[src/rtl/sgw_pkg.sv]
// Shared constants, types and register codes of the spiral grid walker.
package sgw_pkg;

   localparam int MAX_DIM    = 128;
   localparam int DIM_W      = 8;    // grid size registers
   localparam int IDX_W      = 7;    // row and column of a cell
   localparam int POS_W      = 10;   // two's complement spiral position
   localparam int LEG_W      = 9;
   localparam int CNT_W      = 15;
   localparam int CSR_ADDR_W = 4;
   localparam int CSR_DATA_W = 32;

   localparam logic [DIM_W-1:0] MAX_DIM_V  = DIM_W'(MAX_DIM);
   localparam logic [LEG_W-1:0] LEG_LIMIT  = LEG_W'(2 * MAX_DIM + 1);

   typedef enum logic [1:0] {
      REG_GRID_ROWS = 2'd0,
      REG_GRID_COLS = 2'd1,
      REG_START_ROW = 2'd2,
      REG_START_COL = 2'd3
   } csr_addr_type;

   typedef enum logic [1:0] {
      HEAD_RIGHT = 2'd0,
      HEAD_DOWN  = 2'd1,
      HEAD_LEFT  = 2'd2,
      HEAD_UP    = 2'd3
   } heading_type;

   typedef enum logic {
      ST_IDLE = 1'b0,
      ST_EXEC = 1'b1
   } ctrl_state_type;

   typedef struct packed {
      logic [DIM_W-1:0] grid_rows;
      logic [DIM_W-1:0] grid_cols;
      logic [IDX_W-1:0] start_row;
      logic [IDX_W-1:0] start_col;
   } cfg_type;

   typedef struct packed {
      logic restart;   // begin a new walk, answer the start cell
      logic exhaust;   // answer exhausted
      logic step;      // advance the spiral by one position
   } cmd_type;

   typedef struct packed {
      logic active;    // walk has cells left
      logic found;     // this step lands on an in-grid cell
      logic runaway;   // this step ends the walk without a cell
   } status_type;

endpackage

[src/rtl/sgw_req_if.sv]
// Request channel of the spiral grid walker.
interface sgw_req_if;
   logic valid;
   logic ready;
   logic restart;

   modport source (output valid, output restart, input ready);
   modport sink   (input valid, input restart, output ready);
endinterface

[src/rtl/sgw_rsp_if.sv]
// Result channel of the spiral grid walker.
interface sgw_rsp_if;
   logic                         valid;
   logic                         ready;
   logic [sgw_pkg::IDX_W-1:0]    cell_row;
   logic [sgw_pkg::IDX_W-1:0]    cell_col;
   logic                         last_cell;
   logic                         exhausted;

   modport source (output valid, output cell_row, output cell_col, output last_cell,
                   output exhausted, input ready);
   modport sink   (input valid, input cell_row, input cell_col, input last_cell,
                   input exhausted, output ready);
endinterface

[src/rtl/sgw_csr.sv]
// APB-style configuration registers of the spiral grid walker.
module sgw_csr (
   input  logic                              clock,
   input  logic                              reset,
   input  logic                              psel,
   input  logic                              penable,
   input  logic                              pwrite,
   input  logic [sgw_pkg::CSR_ADDR_W-1:0]    paddr,
   input  logic [sgw_pkg::CSR_DATA_W-1:0]    pwdata,
   output logic [sgw_pkg::CSR_DATA_W-1:0]    prdata,
   output logic                              pready,
   output sgw_pkg::cfg_type                  cfg
);

   sgw_pkg::cfg_type       cfg_ff, cfg_in;
   sgw_pkg::csr_addr_type  reg_sel;
   logic                   wr_en;

   assign pready  = 1'b1;
   assign reg_sel = sgw_pkg::csr_addr_type'(paddr[3:2]);
   assign wr_en   = psel & penable & pwrite;
   assign cfg     = cfg_ff;

   always_comb begin
      cfg_in = cfg_ff;
      if (wr_en) begin
         unique case (reg_sel)
            sgw_pkg::REG_GRID_ROWS: cfg_in.grid_rows = pwdata[sgw_pkg::DIM_W-1:0];
            sgw_pkg::REG_GRID_COLS: cfg_in.grid_cols = pwdata[sgw_pkg::DIM_W-1:0];
            sgw_pkg::REG_START_ROW: cfg_in.start_row = pwdata[sgw_pkg::IDX_W-1:0];
            sgw_pkg::REG_START_COL: cfg_in.start_col = pwdata[sgw_pkg::IDX_W-1:0];
         endcase
      end
   end

   always_comb begin
      unique case (reg_sel)
         sgw_pkg::REG_GRID_ROWS: prdata = sgw_pkg::CSR_DATA_W'(cfg_ff.grid_rows);
         sgw_pkg::REG_GRID_COLS: prdata = sgw_pkg::CSR_DATA_W'(cfg_ff.grid_cols);
         sgw_pkg::REG_START_ROW: prdata = sgw_pkg::CSR_DATA_W'(cfg_ff.start_row);
         sgw_pkg::REG_START_COL: prdata = sgw_pkg::CSR_DATA_W'(cfg_ff.start_col);
      endcase
   end

   always_ff @(posedge clock) begin
      if (reset) begin
         cfg_ff.grid_rows <= sgw_pkg::DIM_W'(1);
         cfg_ff.grid_cols <= sgw_pkg::DIM_W'(1);
         cfg_ff.start_row <= '0;
         cfg_ff.start_col <= '0;
      end else begin
         cfg_ff <= cfg_in;
      end
   end

endmodule

[src/rtl/sgw_ctrl.sv]
// Controller state machine of the spiral grid walker.
module sgw_ctrl (
   input  logic                  clock,
   input  logic                  reset,
   input  logic                  req_valid,
   input  logic                  req_restart,
   output logic                  req_ready,
   output logic                  rsp_valid,
   input  logic                  rsp_ready,
   input  sgw_pkg::status_type   status,
   output sgw_pkg::cmd_type      cmd
);

   sgw_pkg::ctrl_state_type state_ff, state_in;
   logic                    restart_ff, restart_in;
   logic                    rsp_valid_ff, rsp_valid_in;
   logic                    out_free;

   assign out_free  = ~rsp_valid_ff | rsp_ready;
   assign req_ready = (state_ff == sgw_pkg::ST_IDLE);
   assign rsp_valid = rsp_valid_ff;

   always_comb begin
      state_in     = state_ff;
      restart_in   = restart_ff;
      rsp_valid_in = rsp_valid_ff & ~rsp_ready;
      cmd          = '0;
      unique case (state_ff)
         sgw_pkg::ST_IDLE: begin
            if (req_valid) begin
               restart_in = req_restart;
               state_in   = sgw_pkg::ST_EXEC;
            end
         end
         sgw_pkg::ST_EXEC: begin
            // hold while the output register is still occupied
            if (out_free) begin
               if (restart_ff) begin
                  cmd.restart  = 1'b1;
                  rsp_valid_in = 1'b1;
                  state_in     = sgw_pkg::ST_IDLE;
               end else if (!status.active) begin
                  cmd.exhaust  = 1'b1;
                  rsp_valid_in = 1'b1;
                  state_in     = sgw_pkg::ST_IDLE;
               end else begin
                  cmd.step = 1'b1;
                  if (status.found || status.runaway) begin
                     rsp_valid_in = 1'b1;
                     state_in     = sgw_pkg::ST_IDLE;
                  end
               end
            end
         end
      endcase
   end

   always_ff @(posedge clock) begin
      if (reset) begin
         state_ff     <= sgw_pkg::ST_IDLE;
         rsp_valid_ff <= 1'b0;
      end else begin
         state_ff     <= state_in;
         rsp_valid_ff <= rsp_valid_in;
      end
   end

   always_ff @(posedge clock) begin
      restart_ff <= restart_in;
   end

endmodule

[src/rtl/sgw_dpath.sv]
// Spiral stepping datapath and result register of the spiral grid walker.
module sgw_dpath (
   input  logic                        clock,
   input  logic                        reset,
   input  sgw_pkg::cfg_type            cfg,
   input  sgw_pkg::cmd_type            cmd,
   output sgw_pkg::status_type         status,
   output logic [sgw_pkg::IDX_W-1:0]   cell_row,
   output logic [sgw_pkg::IDX_W-1:0]   cell_col,
   output logic                        last_cell,
   output logic                        exhausted
);

   localparam int POS_W = sgw_pkg::POS_W;
   localparam int DIM_W = sgw_pkg::DIM_W;
   localparam int IDX_W = sgw_pkg::IDX_W;
   localparam int LEG_W = sgw_pkg::LEG_W;
   localparam int CNT_W = sgw_pkg::CNT_W;

   logic [POS_W-1:0]     row_ff, row_in, col_ff, col_in;
   sgw_pkg::heading_type head_ff, head_in;
   logic [LEG_W-1:0]     leg_ff, leg_in, prog_ff, prog_in;
   logic                 legs_ff, legs_in;
   logic [CNT_W-1:0]     cells_ff, cells_in, total_ff, total_in;
   logic                 active_ff, active_in;
   logic [DIM_W-1:0]     span_r_ff, span_r_in, span_c_ff, span_c_in;

   logic [IDX_W-1:0]     out_row_ff, out_row_in, out_col_ff, out_col_in;
   logic                 out_last_ff, out_last_in, out_ex_ff, out_ex_in;

   // restart view of the configuration
   logic [DIM_W-1:0]     lim_r, lim_c, lim_r_m1, lim_c_m1;
   logic [IDX_W-1:0]     sr, sc;
   logic                 empty_grid, single_cell;
   logic [2*DIM_W-1:0]   product;

   // one spiral step
   logic [POS_W-1:0]     nrow, ncol;
   logic [LEG_W-1:0]     prog_inc, nprog, nleg;
   sgw_pkg::heading_type nhead;
   logic                 nlegs, in_grid, runaway;
   logic [CNT_W-1:0]     cells_inc;
   logic                 still_active;

   assign lim_r       = (cfg.grid_rows > sgw_pkg::MAX_DIM_V) ? sgw_pkg::MAX_DIM_V
                                                              : cfg.grid_rows;
   assign lim_c       = (cfg.grid_cols > sgw_pkg::MAX_DIM_V) ? sgw_pkg::MAX_DIM_V
                                                              : cfg.grid_cols;
   assign lim_r_m1    = lim_r - DIM_W'(1);
   assign lim_c_m1    = lim_c - DIM_W'(1);
   assign sr          = ({1'b0, cfg.start_row} < lim_r) ? cfg.start_row : lim_r_m1[IDX_W-1:0];
   assign sc          = ({1'b0, cfg.start_col} < lim_c) ? cfg.start_col : lim_c_m1[IDX_W-1:0];
   assign empty_grid  = (lim_r == '0) | (lim_c == '0);
   assign single_cell = (lim_r == DIM_W'(1)) & (lim_c == DIM_W'(1));
   assign product     = lim_r * lim_c;

   always_comb begin
      nrow = row_ff;
      ncol = col_ff;
      case (head_ff)
         sgw_pkg::HEAD_RIGHT: ncol = col_ff + POS_W'(1);
         sgw_pkg::HEAD_DOWN:  nrow = row_ff + POS_W'(1);
         sgw_pkg::HEAD_LEFT:  ncol = col_ff - POS_W'(1);
         sgw_pkg::HEAD_UP:    nrow = row_ff - POS_W'(1);
      endcase
   end

   assign prog_inc = prog_ff + LEG_W'(1);

   always_comb begin
      nprog = prog_inc;
      nhead = head_ff;
      nlegs = legs_ff;
      nleg  = leg_ff;
      // turn at the end of a leg, lengthen after every second leg
      if (prog_inc >= leg_ff) begin
         nprog = '0;
         nhead = sgw_pkg::heading_type'(head_ff + 2'd1);
         nlegs = ~legs_ff;
         if (legs_ff) begin
            nleg = leg_ff + LEG_W'(1);
         end
      end
   end

   assign in_grid = ~nrow[POS_W-1] & ~ncol[POS_W-1]
                  & (nrow < POS_W'(span_r_ff)) & (ncol < POS_W'(span_c_ff));
   assign runaway      = ~in_grid & (nleg > sgw_pkg::LEG_LIMIT);
   assign cells_inc    = cells_ff + CNT_W'(1);
   assign still_active = cells_inc < total_ff;

   assign status.active  = active_ff;
   assign status.found   = in_grid;
   assign status.runaway = runaway;

   always_comb begin
      row_in      = row_ff;
      col_in      = col_ff;
      head_in     = head_ff;
      leg_in      = leg_ff;
      prog_in     = prog_ff;
      legs_in     = legs_ff;
      cells_in    = cells_ff;
      total_in    = total_ff;
      active_in   = active_ff;
      span_r_in   = span_r_ff;
      span_c_in   = span_c_ff;
      out_row_in  = out_row_ff;
      out_col_in  = out_col_ff;
      out_last_in = out_last_ff;
      out_ex_in   = out_ex_ff;
      if (cmd.restart) begin
         span_r_in  = lim_r;
         span_c_in  = lim_c;
         total_in   = product[CNT_W-1:0];
         head_in    = sgw_pkg::HEAD_RIGHT;
         leg_in     = LEG_W'(1);
         prog_in    = '0;
         legs_in    = 1'b0;
         if (empty_grid) begin
            row_in      = '0;
            col_in      = '0;
            cells_in    = '0;
            active_in   = 1'b0;
            out_row_in  = '0;
            out_col_in  = '0;
            out_last_in = 1'b0;
            out_ex_in   = 1'b1;
         end else begin
            row_in      = POS_W'(sr);
            col_in      = POS_W'(sc);
            cells_in    = CNT_W'(1);
            active_in   = ~single_cell;
            out_row_in  = sr;
            out_col_in  = sc;
            out_last_in = single_cell;
            out_ex_in   = 1'b0;
         end
      end else if (cmd.exhaust) begin
         active_in   = 1'b0;
         out_row_in  = '0;
         out_col_in  = '0;
         out_last_in = 1'b0;
         out_ex_in   = 1'b1;
      end else if (cmd.step) begin
         row_in  = nrow;
         col_in  = ncol;
         head_in = nhead;
         leg_in  = nleg;
         prog_in = nprog;
         legs_in = nlegs;
         if (in_grid) begin
            cells_in    = cells_inc;
            active_in   = still_active;
            out_row_in  = nrow[IDX_W-1:0];
            out_col_in  = ncol[IDX_W-1:0];
            out_last_in = ~still_active;
            out_ex_in   = 1'b0;
         end else if (runaway) begin
            active_in   = 1'b0;
            out_row_in  = '0;
            out_col_in  = '0;
            out_last_in = 1'b0;
            out_ex_in   = 1'b1;
         end
      end
   end

   always_ff @(posedge clock) begin
      if (reset) begin
         row_ff    <= '0;
         col_ff    <= '0;
         head_ff   <= sgw_pkg::HEAD_RIGHT;
         leg_ff    <= LEG_W'(1);
         prog_ff   <= '0;
         legs_ff   <= 1'b0;
         cells_ff  <= '0;
         total_ff  <= '0;
         active_ff <= 1'b0;
         span_r_ff <= '0;
         span_c_ff <= '0;
      end else begin
         row_ff    <= row_in;
         col_ff    <= col_in;
         head_ff   <= head_in;
         leg_ff    <= leg_in;
         prog_ff   <= prog_in;
         legs_ff   <= legs_in;
         cells_ff  <= cells_in;
         total_ff  <= total_in;
         active_ff <= active_in;
         span_r_ff <= span_r_in;
         span_c_ff <= span_c_in;
      end
   end

   always_ff @(posedge clock) begin
      out_row_ff  <= out_row_in;
      out_col_ff  <= out_col_in;
      out_last_ff <= out_last_in;
      out_ex_ff   <= out_ex_in;
   end

   assign cell_row  = out_row_ff;
   assign cell_col  = out_col_ff;
   assign last_cell = out_last_ff;
   assign exhausted = out_ex_ff;

endmodule

[src/rtl/spiral_grid_walker_core.sv]
// Top level of the spiral grid walker: configuration, controller and datapath.
//
// Hands out the cells of a grid_rows x grid_cols grid (each clamped to 128) one per
// request transaction, in clockwise outward spiral order (right, down, left, up, leg
// length growing after every second leg) from the start cell, which is clamped into
// the grid. A restart transaction begins a new walk and answers with the start cell
// (with exhausted for an empty grid); the cell that completes the grid carries
// last_cell, and any later request, or one before the first restart, answers with
// exhausted and zero coordinates. Grid size and start cell are sampled at restart.
// Work on one request at a time: an accepted request is executed once the output
// register is free; a restart or exhausted answer is then loaded into the result
// register directly, and a next-cell answer when the spiral reaches the next in-grid
// cell, since the datapath advances the spiral by one position per clock while the
// output register is free. The controller is ready for the next request as the
// answer is loaded. A result waiting in the output register does not block
// acceptance of the next request, but its processing holds until the result is taken.
// No clearing pass follows reset.
module spiral_grid_walker_core (
   input  logic                              clock,
   input  logic                              reset,
   sgw_req_if.sink                           req_if,
   sgw_rsp_if.source                         rsp_if,
   input  logic                              psel,
   input  logic                              penable,
   input  logic                              pwrite,
   input  logic [sgw_pkg::CSR_ADDR_W-1:0]    paddr,
   input  logic [sgw_pkg::CSR_DATA_W-1:0]    pwdata,
   output logic [sgw_pkg::CSR_DATA_W-1:0]    prdata,
   output logic                              pready
);

   sgw_pkg::cfg_type    cfg;
   sgw_pkg::cmd_type    cmd;
   sgw_pkg::status_type status;

   // configuration registers; the user is to write them only while idle, the block does not enforce it
   sgw_csr u_csr (
      .clock   (clock),
      .reset   (reset),
      .psel    (psel),
      .penable (penable),
      .pwrite  (pwrite),
      .paddr   (paddr),
      .pwdata  (pwdata),
      .prdata  (prdata),
      .pready  (pready),
      .cfg     (cfg)
   );

   // sequence each request: latch it, step until a result, hand off
   sgw_ctrl u_ctrl (
      .clock       (clock),
      .reset       (reset),
      .req_valid   (req_if.valid),
      .req_restart (req_if.restart),
      .req_ready   (req_if.ready),
      .rsp_valid   (rsp_if.valid),
      .rsp_ready   (rsp_if.ready),
      .status      (status),
      .cmd         (cmd)
   );

   // walk state, bounds check and the result register
   sgw_dpath u_dpath (
      .clock     (clock),
      .reset     (reset),
      .cfg       (cfg),
      .cmd       (cmd),
      .status    (status),
      .cell_row  (rsp_if.cell_row),
      .cell_col  (rsp_if.cell_col),
      .last_cell (rsp_if.last_cell),
      .exhausted (rsp_if.exhausted)
   );

endmodule

[src/flat_wrapper.sv]
// flat-port wrapper written by rule: the top's interface ports become plain ports
module spiral_grid_walker_core_flat 
  (clock, reset, psel, penable, pwrite, paddr, pwdata, prdata, pready, req_if_valid, req_if_restart, req_if_ready, rsp_if_valid, rsp_if_cell_row, rsp_if_cell_col, rsp_if_last_cell, rsp_if_exhausted, rsp_if_ready);
  sgw_req_if req_if_i ();
  sgw_rsp_if rsp_if_i ();
  input  logic clock;
  input  logic reset;
  input  logic psel;
  input  logic penable;
  input  logic pwrite;
  input  logic [sgw_pkg::CSR_ADDR_W-1:0] paddr;
  input  logic [sgw_pkg::CSR_DATA_W-1:0] pwdata;
  output logic [sgw_pkg::CSR_DATA_W-1:0] prdata;
  output logic pready;
  input wire logic [$bits(req_if_i.valid)-1:0] req_if_valid;
  input wire logic [$bits(req_if_i.restart)-1:0] req_if_restart;
  output wire logic [$bits(req_if_i.ready)-1:0] req_if_ready;
  output wire logic [$bits(rsp_if_i.valid)-1:0] rsp_if_valid;
  output wire logic [$bits(rsp_if_i.cell_row)-1:0] rsp_if_cell_row;
  output wire logic [$bits(rsp_if_i.cell_col)-1:0] rsp_if_cell_col;
  output wire logic [$bits(rsp_if_i.last_cell)-1:0] rsp_if_last_cell;
  output wire logic [$bits(rsp_if_i.exhausted)-1:0] rsp_if_exhausted;
  input wire logic [$bits(rsp_if_i.ready)-1:0] rsp_if_ready;
  assign req_if_i.valid = req_if_valid;
  assign req_if_i.restart = req_if_restart;
  assign req_if_ready = req_if_i.ready;
  assign rsp_if_valid = rsp_if_i.valid;
  assign rsp_if_cell_row = rsp_if_i.cell_row;
  assign rsp_if_cell_col = rsp_if_i.cell_col;
  assign rsp_if_last_cell = rsp_if_i.last_cell;
  assign rsp_if_exhausted = rsp_if_i.exhausted;
  assign rsp_if_i.ready = rsp_if_ready;
  spiral_grid_walker_core u_core (.clock(clock), .reset(reset), .req_if(req_if_i), .rsp_if(rsp_if_i), .psel(psel), .penable(penable), .pwrite(pwrite), .paddr(paddr), .pwdata(pwdata), .prdata(prdata), .pready(pready));
endmodule
[config.mk]
export PLATFORM = sky130hd
export DESIGN_NAME = spiral_grid_walker_core_flat
export DESIGN_NICKNAME = d
export VERILOG_FILES = /design/src/rtl/sgw_pkg.sv /design/src/rtl/sgw_req_if.sv /design/src/rtl/sgw_rsp_if.sv /design/src/rtl/sgw_csr.sv /design/src/rtl/sgw_ctrl.sv /design/src/rtl/sgw_dpath.sv /design/src/rtl/spiral_grid_walker_core.sv /design/src/flat_wrapper.sv
export SDC_FILE = /design/constraint.sdc
export NUM_CORES = 1
export LEC_CHECK = 0
export BUFFER_PORTS_ARGS = -buffer_cell sky130_fd_sc_hd__buf_2
export CORE_MARGIN = 1
export CORE_UTILIZATION = 53
export DETAILED_ROUTE_END_ITERATION = 16
export PLACE_DENSITY = 0.72
export SETUP_SLACK_MARGIN = 0.2
export SYNTH_ARGS = -nofsm -noshare
export SYNTH_HDL_FRONTEND = slang
export SYNTH_SLANG_ARGS = --single-unit
export TNS_END_PERCENT = 10
[constraint.sdc]
create_clock -name clock -period 6.85 [get_ports clock]
set_clock_uncertainty 0.2 [all_clocks]
set_input_delay 0.3425 -clock clock [delete_from_list [all_inputs] [get_ports clock]]
set_output_delay 0.3425 -clock clock [all_outputs]
set_load 0.005 [all_outputs]
==> results.txt, run 1 <==
Critical path fanouts, max: 16
Clk Latency, worst-skew pair: 0.43 ns
Finished Core Util: 59.98%
Initial antenna violation count: 0
Worst EP arrival: 5.80 ns
Post-DP HPWL: 18850 um
Area Growth Syn to Fin: 9.545%
Initial Util: 54.76%
FF+latch count, synth: 137
Ant. Diodes: 0
All-Layer GR Usage: 26.24%
Nets: 1530
Crit path launch type: flip-flop
FF-to-FF path depth: 19
Min-delay worst type: primary input to flip-flop
R2r startpoint: u_core.u_csr.cfg[21]$_SDFFE_PP0P_
Std-Cell Rows: 51
Remaining Overflow, GRT: 0
Routed Antenna Nets: 0
IO buf count: 43
CTS resizes: 0
Largest net degree at the start of global routing: 75
CP Capture Type: flip-flop
Crit Path Category: flip-flop to flip-flop
First-pass GRT wire length: 42300 um
RSZ-0062 raised after global routing: no
Fraction of layout cells with a size suffix above 1: 8.593%
Clk sinks: 137
Drt drc: 0
Slew headroom: 28.42%
HP Start: rsp_if_ready
Iteration-0 DRC Markers: 604
Routed wire per std cell: 15.97 um
Synthesized instance count: 1305
Peak VDD IR: 0.0001929 V
Worst EP required: 6.98 ns
TritonCTS buffer count: 17
Status: complete, no violations
Max cap viols: 0
Worst R2R Setup Slack: 1.18 ns
Clk slew on worst S/H paths: 0.06 ns
# IOs: 95
Die Y-Extent: 144.5 um
Final cell count without fillers: 1615
Top cells by area, synth: dfxtp_1, ha_1, fa_1
Die X: 144.5 um
Number of global-route vias before repair: 8396
TritonCTS clock tree: built
Most frequent cells in the layout: nor2_1, nand2_1, dfxtp_1
Post-Route Setup TNS: 0 ns
Design Power: 2.087 mW
Final count of hold timing violations: 0
Highest clock rate: 0.1764 GHz
Final WL: 25790 um
Minimum clock period: 5.668 ns
WHS Path Cells: 3
Tcrit/Tclk final: 82.74%
Hold Crit Endpoint: u_core.u_ctrl.rsp_valid$_SDFF_PP0_
Commonest non-fill, non-tap cell in the layout: nor2_1
Finish-stage setup viols: 0
Pre-antenna DRT Iters: 5
Fraction of registers with async set/reset: 0%
Power per cell area: 177.1 nW/um^2
Clock Tree Root: clkbuf_16
Post-synthesis sequential area ratio: 27.07%
Syn avg cell area: 8.246 um^2
Post-synth EDFFs: 17
Die ar.: 20880 um^2
Vias/cell: 5.563
Yosys warnings: 0
GP Congestion: 0.9008
Max Buffers Root-to-Sink: 2
Post-synth top area cell: dfxtp_1
Yosys top cell area share: 22.32%
Synth Cell Area: 10760 um^2
Placed Cells: 1573
Unique cell type count in the Yosys netlist: 76
Leakage: 5.243 nW
H-tree depth: 4
Reg-to-reg critical path endpoint: u_core.u_dpath.total_ff[11]$_SDFFE_PP0P_
Final Max Slew Viols: 0
Slew @ Worst Pin: 1.070 ns
Core Area: 19650 um^2
Top_reg_cell synth: dfxtp_1
Vias: 8985
==> critical path: stages (launching register included) <==
cell      delay (ns)
dfxtp_1         0.74
inv_2           0.25
nand2_1         0.45
nor2_1          0.12
fa_1            0.55
inv_1           0.05
fa_1            0.47
inv_1           0.05
fa_1            0.52
inv_1           0.05
fa_1            0.52
inv_1           0.04
ha_1            0.32
a21boi_1        0.21
o21ai_1         0.10
a21oi_1         0.25
o21a_1          0.14
nor2_1          0.04
or4_1           0.39
o311ai_1        0.09
==> cells by family after synthesis <==
kind of cell             count (synthesis)  synth area share (%)
AO/OA/AOI/OAI                          258                 15.08
XOR/XNOR                                72                 5.930
buffers and inverters                  197                 7.825
flip-flops                             137                 27.07
AND/OR/NAND/NOR                        432                 17.89
other                                    2               0.06979
adder cells (fa/ha/maj)                149                 19.90
multiplexers                            58                 6.232
==> registers in the layout, indices dropped and copies added (netlist names), 2 cells and up <==
| register | cells |
|---|---|
| u_core.u_dpath.row_ff | 10 |
| u_core.u_dpath.col_ff | 10 |
| u_core.u_dpath.cell_row | 7 |
| u_core.u_dpath.cells_ff | 15 |
| u_core.u_dpath.prog_ff | 9 |
| u_core.u_dpath.total_ff | 15 |
| u_core.u_dpath.span_r_ff | 8 |
| u_core.u_dpath.leg_ff | 9 |
| u_core.u_dpath.head_ff | 2 |
| u_core.u_dpath.cell_col | 7 |
| u_core.u_csr.cfg | 30 |
| u_core.u_dpath.span_c_ff | 8 |
==> synthesized netlist by cell type, drive strengths merged (27+ instances only) <==
cell and instances:
xor2 31, clkbuf 43, dfxtp 120, nor2 176, a21oi 89, nand2 128
xnor2 41, nand3 27, ha 112, fa 37, buf 29, o21ai 66
mux2i 49, inv 124
==> through the flow <==
stage	setup WS, ns	instance area [um^2]	hold WS (ns)
finish	1.182	11790	0.08951
CTS	1.205	11790	0.08217
detailed placement	1.281	11090	0.2478
floorplan	1.780	10850	0.2319
global route	0.7714	11790	0.1411
global placement	1.323	11090	0.2421
==> routing by layer <==
metal	vias to the layer above	routed length [um]	track usage, %
met3	39	1181	4.106
li1	4464	-	-
met1	4246	12030	35.24
met4	0	514	8.421
met2	236	12060	43.02
met5	-	0	0
==> area by class of cell <==
cell class	instances	area [um^2]
timing repair buffer	62	382.9
sequential	137	2913
fill	1802	7865
multi-input combinational	994	7098
tap	265	331.6
clock buffer	19	454.2
clock inverter	13	140.1
inverter	125	469.2
==> worst max-delay path by stage <==
| stage | start | to | slack [ns] |
|---|---|---|---|
| after floorplan | u_core.u_csr.cfg[21]$_SDFFE_PP0P_ | u_core.u_dpath.total_ff[11]$_SDFFE_PP0P_ | 1.78 |
| after global placement | u_core.u_csr.cfg[21]$_SDFFE_PP0P_ | u_core.u_dpath.total_ff[11]$_SDFFE_PP0P_ | 1.32 |
| after detailed placement | u_core.u_csr.cfg[21]$_SDFFE_PP0P_ | u_core.u_dpath.total_ff[11]$_SDFFE_PP0P_ | 1.28 |
| after CTS | u_core.u_csr.cfg[21]$_SDFFE_PP0P_ | u_core.u_dpath.total_ff[11]$_SDFFE_PP0P_ | 1.21 |
| after global routing | u_core.u_csr.cfg[21]$_SDFFE_PP0P_ | u_core.u_dpath.total_ff[11]$_SDFFE_PP0P_ | 0.77 |
| final | u_core.u_csr.cfg[21]$_SDFFE_PP0P_ | u_core.u_dpath.total_ff[11]$_SDFFE_PP0P_ | 1.18 |
==> what timing repair did <==
action                                  CTS  global route
setup buffers                             0             0
endpoints found under the setup margin    0             0
hold buffers                             10             0
endpoints found under the hold margin    19             0
==> report_power, final <==
group	total, mW	internal [mW]	leakage [nW]	switching, mW
Combinational	0.283	0.0980	3.82	0.185
Sequential	0.858	0.838	1.14	0.0206
Clock	0.946	0.560	0.290	0.386
Total	2.09	1.50	5.24	0.591
Note: power is estimated with default switching activity, not from simulation.
==> run 2, diff against run 1 <==
==> constraint.sdc (replaced) <==
create_clock -name clock -period 5.46 [get_ports clock]
set_clock_uncertainty 0.2 [all_clocks]
set_input_delay 0.273 -clock clock [delete_from_list [all_inputs] [get_ports clock]]
set_output_delay 0.273 -clock clock [all_outputs]
set_load 0.005 [all_outputs]
==> results.txt, run 2 (synthesis gave the netlist of run 1 again) <==
Tcrit/Tclk final: 91.11%
Core Area: 19650 um^2
Initial antenna violation count: 0
Wl on met1: 12210 um
Comb pwr share: 14.9%
Hold Crit Endpoint: u_core.u_ctrl.rsp_valid$_SDFF_PP0_
Multi-input logic area: 7126 um^2
CP Capture Type: flip-flop
Final WL: 26380 um
Routed wire per std cell: 16.10 um
Routed Antenna Nets: 0
Design Power: 2.563 mW
Area Growth Syn to Fin: 11.27%
Slew @ Worst Pin: 0.9917 ns
Final Max Slew Viols: 0
Finish-stage setup viols: 0
TritonCTS buffer count: 17
Slew headroom: 33.58%
Pre-antenna DRT Iters: 7
Peak VDD IR: 0.0002185 V
Die X: 144.5 um
Vias/cell: 5.592
Sequential power share: 41.9%
RSZ-0062 raised after global routing: yes
Length of routed met3 wiring: 1217 um
Psw: 0.7437 mW
R2r startpoint: u_core.u_csr.cfg[24]$_SDFFE_PP0P_
Die ar.: 20880 um^2
Worst EP required: 5.62 ns
Area after DPL: 11260 um^2
WHS Path Cells: 3
TritonCTS clock tree: built
Initial Util: 54.76%
Worst R2R Setup Slack: 0.49 ns
Reg-to-reg critical path endpoint: u_core.u_dpath.total_ff[14]$_SDFFE_PP0P_
Commonest non-fill, non-tap cell in the layout: nor2_1
Fillers: 1772
Fraction of layout cells with a size suffix above 1: 10.84%
Max cap viols: 0
HP Start: rsp_if_ready
Crit Path Category: flip-flop to flip-flop
Post-DP HPWL: 19290 um
Most frequent cells in the layout: nor2_1, nand2_1, dfxtp_1
Post-Route Setup TNS: 0 ns
Top sig layer: met4
Clock Tree Root: clkbuf_16
IO buf count: 43
Max Buffers Root-to-Sink: 2
Clk slew on worst S/H paths: 0.07 ns
Largest net degree at the start of global routing: 75
Design Area, Final: 11970 um^2
Register Area: 2920 um^2
Min-delay worst type: primary input to flip-flop
Worst EP arrival: 5.13 ns
Sw Ratio: 29.01%
Clk Latency, worst-skew pair: 0.43 ns
# IOs: 95
Highest clock rate: 0.2010 GHz
Largest register FFs: 30
Part of the power in the clock network: 43.1%
Minimum clock period: 4.975 ns
Final count of hold timing violations: 0
Finished Core Util: 60.92%
Clk sinks: 137
Worst slack at placement: 0.2449 ns
GP Congestion: 0.8970
Status: complete, no violations
Met2 Routed Length: 12250 um
Iteration-0 DRC Markers: 683
Critical path fanouts, max: 8
Crit path launch type: flip-flop
Number of global-route vias before repair: 8874
Drt drc: 0
Nets: 1554
Leakage: 5.338 nW
Die Y-Extent: 144.5 um
All-Layer GR Usage: 26.77%
Remaining Overflow, GRT: 0
Power per cell area: 214.1 nW/um^2
First-pass GRT wire length: 43210 um
Post-route setup slack: 0.4852 ns
FF-to-FF path depth: 18
H-tree depth: 4
Vias: 9166
Std-Cell Rows: 51
Ant. Diodes: 0
Cell-internal power: 1.820 mW
## run 2: cell count changes in the layout (fill, tap and decap cells not counted), moves of 2 or more
| cell | delta |
|---|---|
| nor2b_1 | -3 |
| dfxtp_4 | +2 |
| clkinvlp_4 | +2 |
| dfxtp_1 | -2 |
| nand2_1 | -3 |
| nor2b_2 | +2 |
| buf_4 | +23 |
| nand2_2 | +3 |
## run 2: worst max-delay path by stage
| stage | start | to | slack (ns) | depth (start not counted) |
|---|---|---|---|---|
| after floorplan | u_core.u_csr.cfg[21]$_SDFFE_PP0P_ | u_core.u_dpath.total_ff[11]$_SDFFE_PP0P_ | 0.39 | 21 |
| after global placement | u_core.u_csr.cfg[21]$_SDFFE_PP0P_ | u_core.u_dpath.total_ff[11]$_SDFFE_PP0P_ | 0.31 | 19 |
| after detailed placement | u_core.u_csr.cfg[21]$_SDFFE_PP0P_ | u_core.u_dpath.total_ff[11]$_SDFFE_PP0P_ | 0.24 | 19 |
| after CTS | u_core.u_csr.cfg[29]$_SDFFE_PP0P_ | u_core.u_dpath.total_ff[11]$_SDFFE_PP0P_ | 0.25 | 19 |
| after global routing | u_core.u_csr.cfg[24]$_SDFFE_PP0P_ | u_core.u_dpath.total_ff[14]$_SDFFE_PP0P_ | 0.18 | 18 |
| final | u_core.u_csr.cfg[24]$_SDFFE_PP0P_ | u_core.u_dpath.total_ff[14]$_SDFFE_PP0P_ | 0.49 | 18 |
## run 2: layer usage
metal / up-vias / GRT usage (%)
met2: 256 / 43.65
met4: 0 / 10.53
met5: - / 0
met1: 4350 / 35.52
li1: 4513 / -
met3: 47 / 4.007
## run 2: area by class of cell
class	instances	share of cell area (%)
clock inverters	14	1.024
multi-input cells	994	59.51
flip-flops and latches	137	24.39
repair buffers	86	4.807
clock buffers	18	3.584
well taps	265	2.769
inverters	125	3.918
## run 2: stage by stage
step                hold WS (ns)  instances
detailed placement        0.2489       1593
global route             0.03029       1639
global placement          0.2422       1593
finish                   0.02627       1639
floorplan                 0.1719       1328
CTS                      0.01409       1635
## run 2: power groups by stage
stage                     clock network (mW)  logic [mW]  registers (mW)
final                                   1.11       0.382            1.08
after global routing                    1.16       0.422            1.08
after CTS                               1.12       0.361            1.08
after detailed placement                   0       0.352            1.10
after global placement                     0       0.347            1.10
after floorplan                            0       0.266            1.09
## run 2: worst max-delay path, stage by stage (launching register included)
cell	delay, ns
dfxtp_1	0.42
nor2b_2	0.31
inv_2	0.14
nor2_1	0.18
fa_1	0.48
fa_1	0.53
fa_1	0.54
inv_1	0.05
fa_1	0.53
inv_1	0.04
ha_1	0.33
nand2_1	0.08
nand2_1	0.05
a31oi_1	0.19
o21ai_1	0.12
o41ai_1	0.31
xnor2_1	0.17
nand2_1	0.08
a21oi_1	0.15
## run 2: repair_timing
item / CTS / global route
pin swaps: 0 / 1
setup endpoints to repair: 3 / 32
gates resized for setup: 2 / 11
buffers inserted: 0 / 4
hold endpoints to repair: 32 / 0
hold buffers: 10 / 0
==> run 3, diff against run 2 <==
==> constraint.sdc (replaced) <==
create_clock -name clock -period 4.6 [get_ports clock]
set_clock_uncertainty 0.2 [all_clocks]
set_input_delay 0.23 -clock clock [delete_from_list [all_inputs] [get_ports clock]]
set_output_delay 0.23 -clock clock [all_outputs]
set_load 0.005 [all_outputs]
==> results.txt, run 3 (synthesis gave the netlist of run 1 again) <==
Slew @ Worst Pin: 0.9713 ns
Max cap viols: 0
Pre-antenna DRT Iters: 5
Final cell count without fillers: 1739
Worst R2R Setup Slack: 0.05 ns
TritonCTS buffer count: 17
Ant. Diodes: 0
Crit path launch type: flip-flop
Critical path fanouts, max: 6
Clock Tree Root: clkbuf_16
Post-DP HPWL: 20360 um
Fraction of layout cells with a size suffix above 1: 23.68%
Critical Path Most Common Cell: fa_1
Finish-stage setup viols: 0
All-Layer GR Usage: 27.32%
Tcrit/Tclk final: 98.80%
WHS Path Cells: 5
RSZ-0062 raised after global routing: yes
Max incr delay on CP: 0.49 ns
Clk sinks: 137
Highest-delay cell along the critical path: fa_1
IO buf count: 43
Highest clock rate: 0.2200 GHz
Status: complete, no violations
# IOs: 95
R2r startpoint: u_core.u_csr.cfg[29]$_SDFFE_PP0P_
Routed wire per std cell: 16.17 um
Placed Cells: 1667
Final WL: 28120 um
Drt drc: 0
Crit Path Category: flip-flop to flip-flop
Worst EP arrival: 4.62 ns
Peak VDD IR: 0.0002753 V
Min-delay worst type: primary input to flip-flop
GP Congestion: 0.9121
Initial Util: 54.76%
Leakage: 5.897 nW
Die ar.: 20880 um^2
Vias/cell: 5.593
TritonCTS clock tree: built
Die Y-Extent: 144.5 um
Post-Route Setup TNS: 0 ns
Fillers: 1528
Remaining Overflow, GRT: 0
Worst EP required: 4.68 ns
Multi-input logic area: 7781 um^2
CP top delay family: adder cells
Design Power: 3.182 mW
Number of global-route vias before repair: 9213
Clk slew on worst S/H paths: 0.06 ns
Final Max Slew Viols: 0
Area Growth Syn to Fin: 25.64%
Most frequent cells in the layout: nor2_1, nand2_1, buf_4
Hold Crit Endpoint: u_core.u_csr.cfg[22]$_SDFFE_PP1P_
Slew headroom: 35.01%
Reg-to-reg critical path endpoint: u_core.u_dpath.total_ff[13]$_SDFFE_PP0P_
Final count of hold timing violations: 0
Routed Antenna Nets: 0
Initial antenna violation count: 0
Worst-path cell chain: buf_6, inv_4, nand2_4, inv_4, nand2_2, fa_1, fa_1, inv_1, fa_1, inv_1, fa_1, inv_2, ha_4, a21boi_4, o21ai_2, a21oi_2, buf_4, o2111ai_4, a31o_1, a31oi_1, nor2_1
Minimum clock period: 4.545 ns
FF-to-FF path depth: 21
Largest register FFs: 30
Clk Latency, worst-skew pair: 0.43 ns
Std-Cell Rows: 51
Die X: 144.5 um
Vias: 9727
Commonest non-fill, non-tap cell in the layout: nor2_1
Register Area: 2928 um^2
Largest net degree at the start of global routing: 75
Max Buffers Root-to-Sink: 2
Nets: 1654
Iteration-0 DRC Markers: 647
Critical path buffers and inverters: 7
HP Start: penable
H-tree depth: 4
Finished Core Util: 68.79%
Core Area: 19650 um^2
CP Capture Type: flip-flop
First-pass GRT wire length: 44280 um
Power per cell area: 235.4 nW/um^2
## run 3: cell types whose count changed in the layout (fill, tap and decap cells not counted), sizes merged
| cell | change |
|---|---|
| bufinv | -1 |
| inv | +2 |
| dlygate4sd3 | +1 |
| clkinv | -3 |
| clkbuf | +4 |
| buf | +99 |
| clkinvlp | -2 |
## run 3: metrics by stage
| step | worst slack (ns) | hold slack [ns] | instance area [um^2] |
|---|---|---|---|
| after floorplan | 0.04712 | 0.1289 | 11000 |
| after global placement | -0.1568 | 0.2152 | 11920 |
| after detailed placement | -0.2037 | 0.2140 | 11920 |
| after CTS | 0.06347 | 0.2210 | 12920 |
| after global routing | -0.1493 | 0.2746 | 13520 |
| final | 0.05499 | 0.2242 | 13520 |
## run 3: final cells by class
type                       count  area share, %
clock buffer                  22          3.822
tap                          265          2.452
inverter                     125          3.609
clock inverter                10         0.5645
sequential                   137          21.65
multi-input combinational    994          57.55
timing repair buffer         186          10.35
## run 3: worst min-delay path: stages
cell and delay (ns):
buf_2 0.10, nand3_1 0.07, nor3_1 0.04, buf_4 0.19, o211ai_1 0.17
## run 3: metal layers
metal / wire (um) / global-route usage (%)
met3: 1409 / 3.974
met2: 13380 / 46.20
met1: 12420 / 34.87
met4: 915 / 10.97
met5: 0 / 0
## run 3: worst max path at each step
stage | startpoint | endpoint | slack [ns] | cells past startpoint
after global placement | u_core.u_dpath.head_ff[0]$_SDFFE_PP0P_ | u_core.u_dpath.cell_row[0]$_DFFE_PP_ | -0.16 | 18
after CTS | u_core.u_csr.cfg[29]$_SDFFE_PP0P_ | u_core.u_dpath.total_ff[11]$_SDFFE_PP0P_ | 0.06 | 20
after floorplan | u_core.u_csr.cfg[21]$_SDFFE_PP0P_ | u_core.u_dpath.total_ff[11]$_SDFFE_PP0P_ | 0.05 | 21
after detailed placement | u_core.u_dpath.head_ff[0]$_SDFFE_PP0P_ | u_core.u_dpath.cell_row[0]$_DFFE_PP_ | -0.20 | 19
after global routing | u_core.u_csr.cfg[29]$_SDFFE_PP0P_ | u_core.u_dpath.total_ff[13]$_SDFFE_PP0P_ | -0.15 | 21
final | u_core.u_csr.cfg[29]$_SDFFE_PP0P_ | u_core.u_dpath.total_ff[13]$_SDFFE_PP0P_ | 0.05 | 21
## run 3: report_power, final
group	internal, mW	switching [mW]	leakage, nW	total (mW)
combinational	0.221	0.316	4.47	0.537
sequential	1.25	0.0321	1.14	1.28
clock	0.804	0.564	0.291	1.37
## run 3: timing repair
item                                   CTS  global route
setup endpoints to repair               53            55
gates resized for setup                 50            93
pin swaps                               26            61
endpoints found under the hold margin   34             0
hold buffers                            11             0
buffers inserted                        12            17
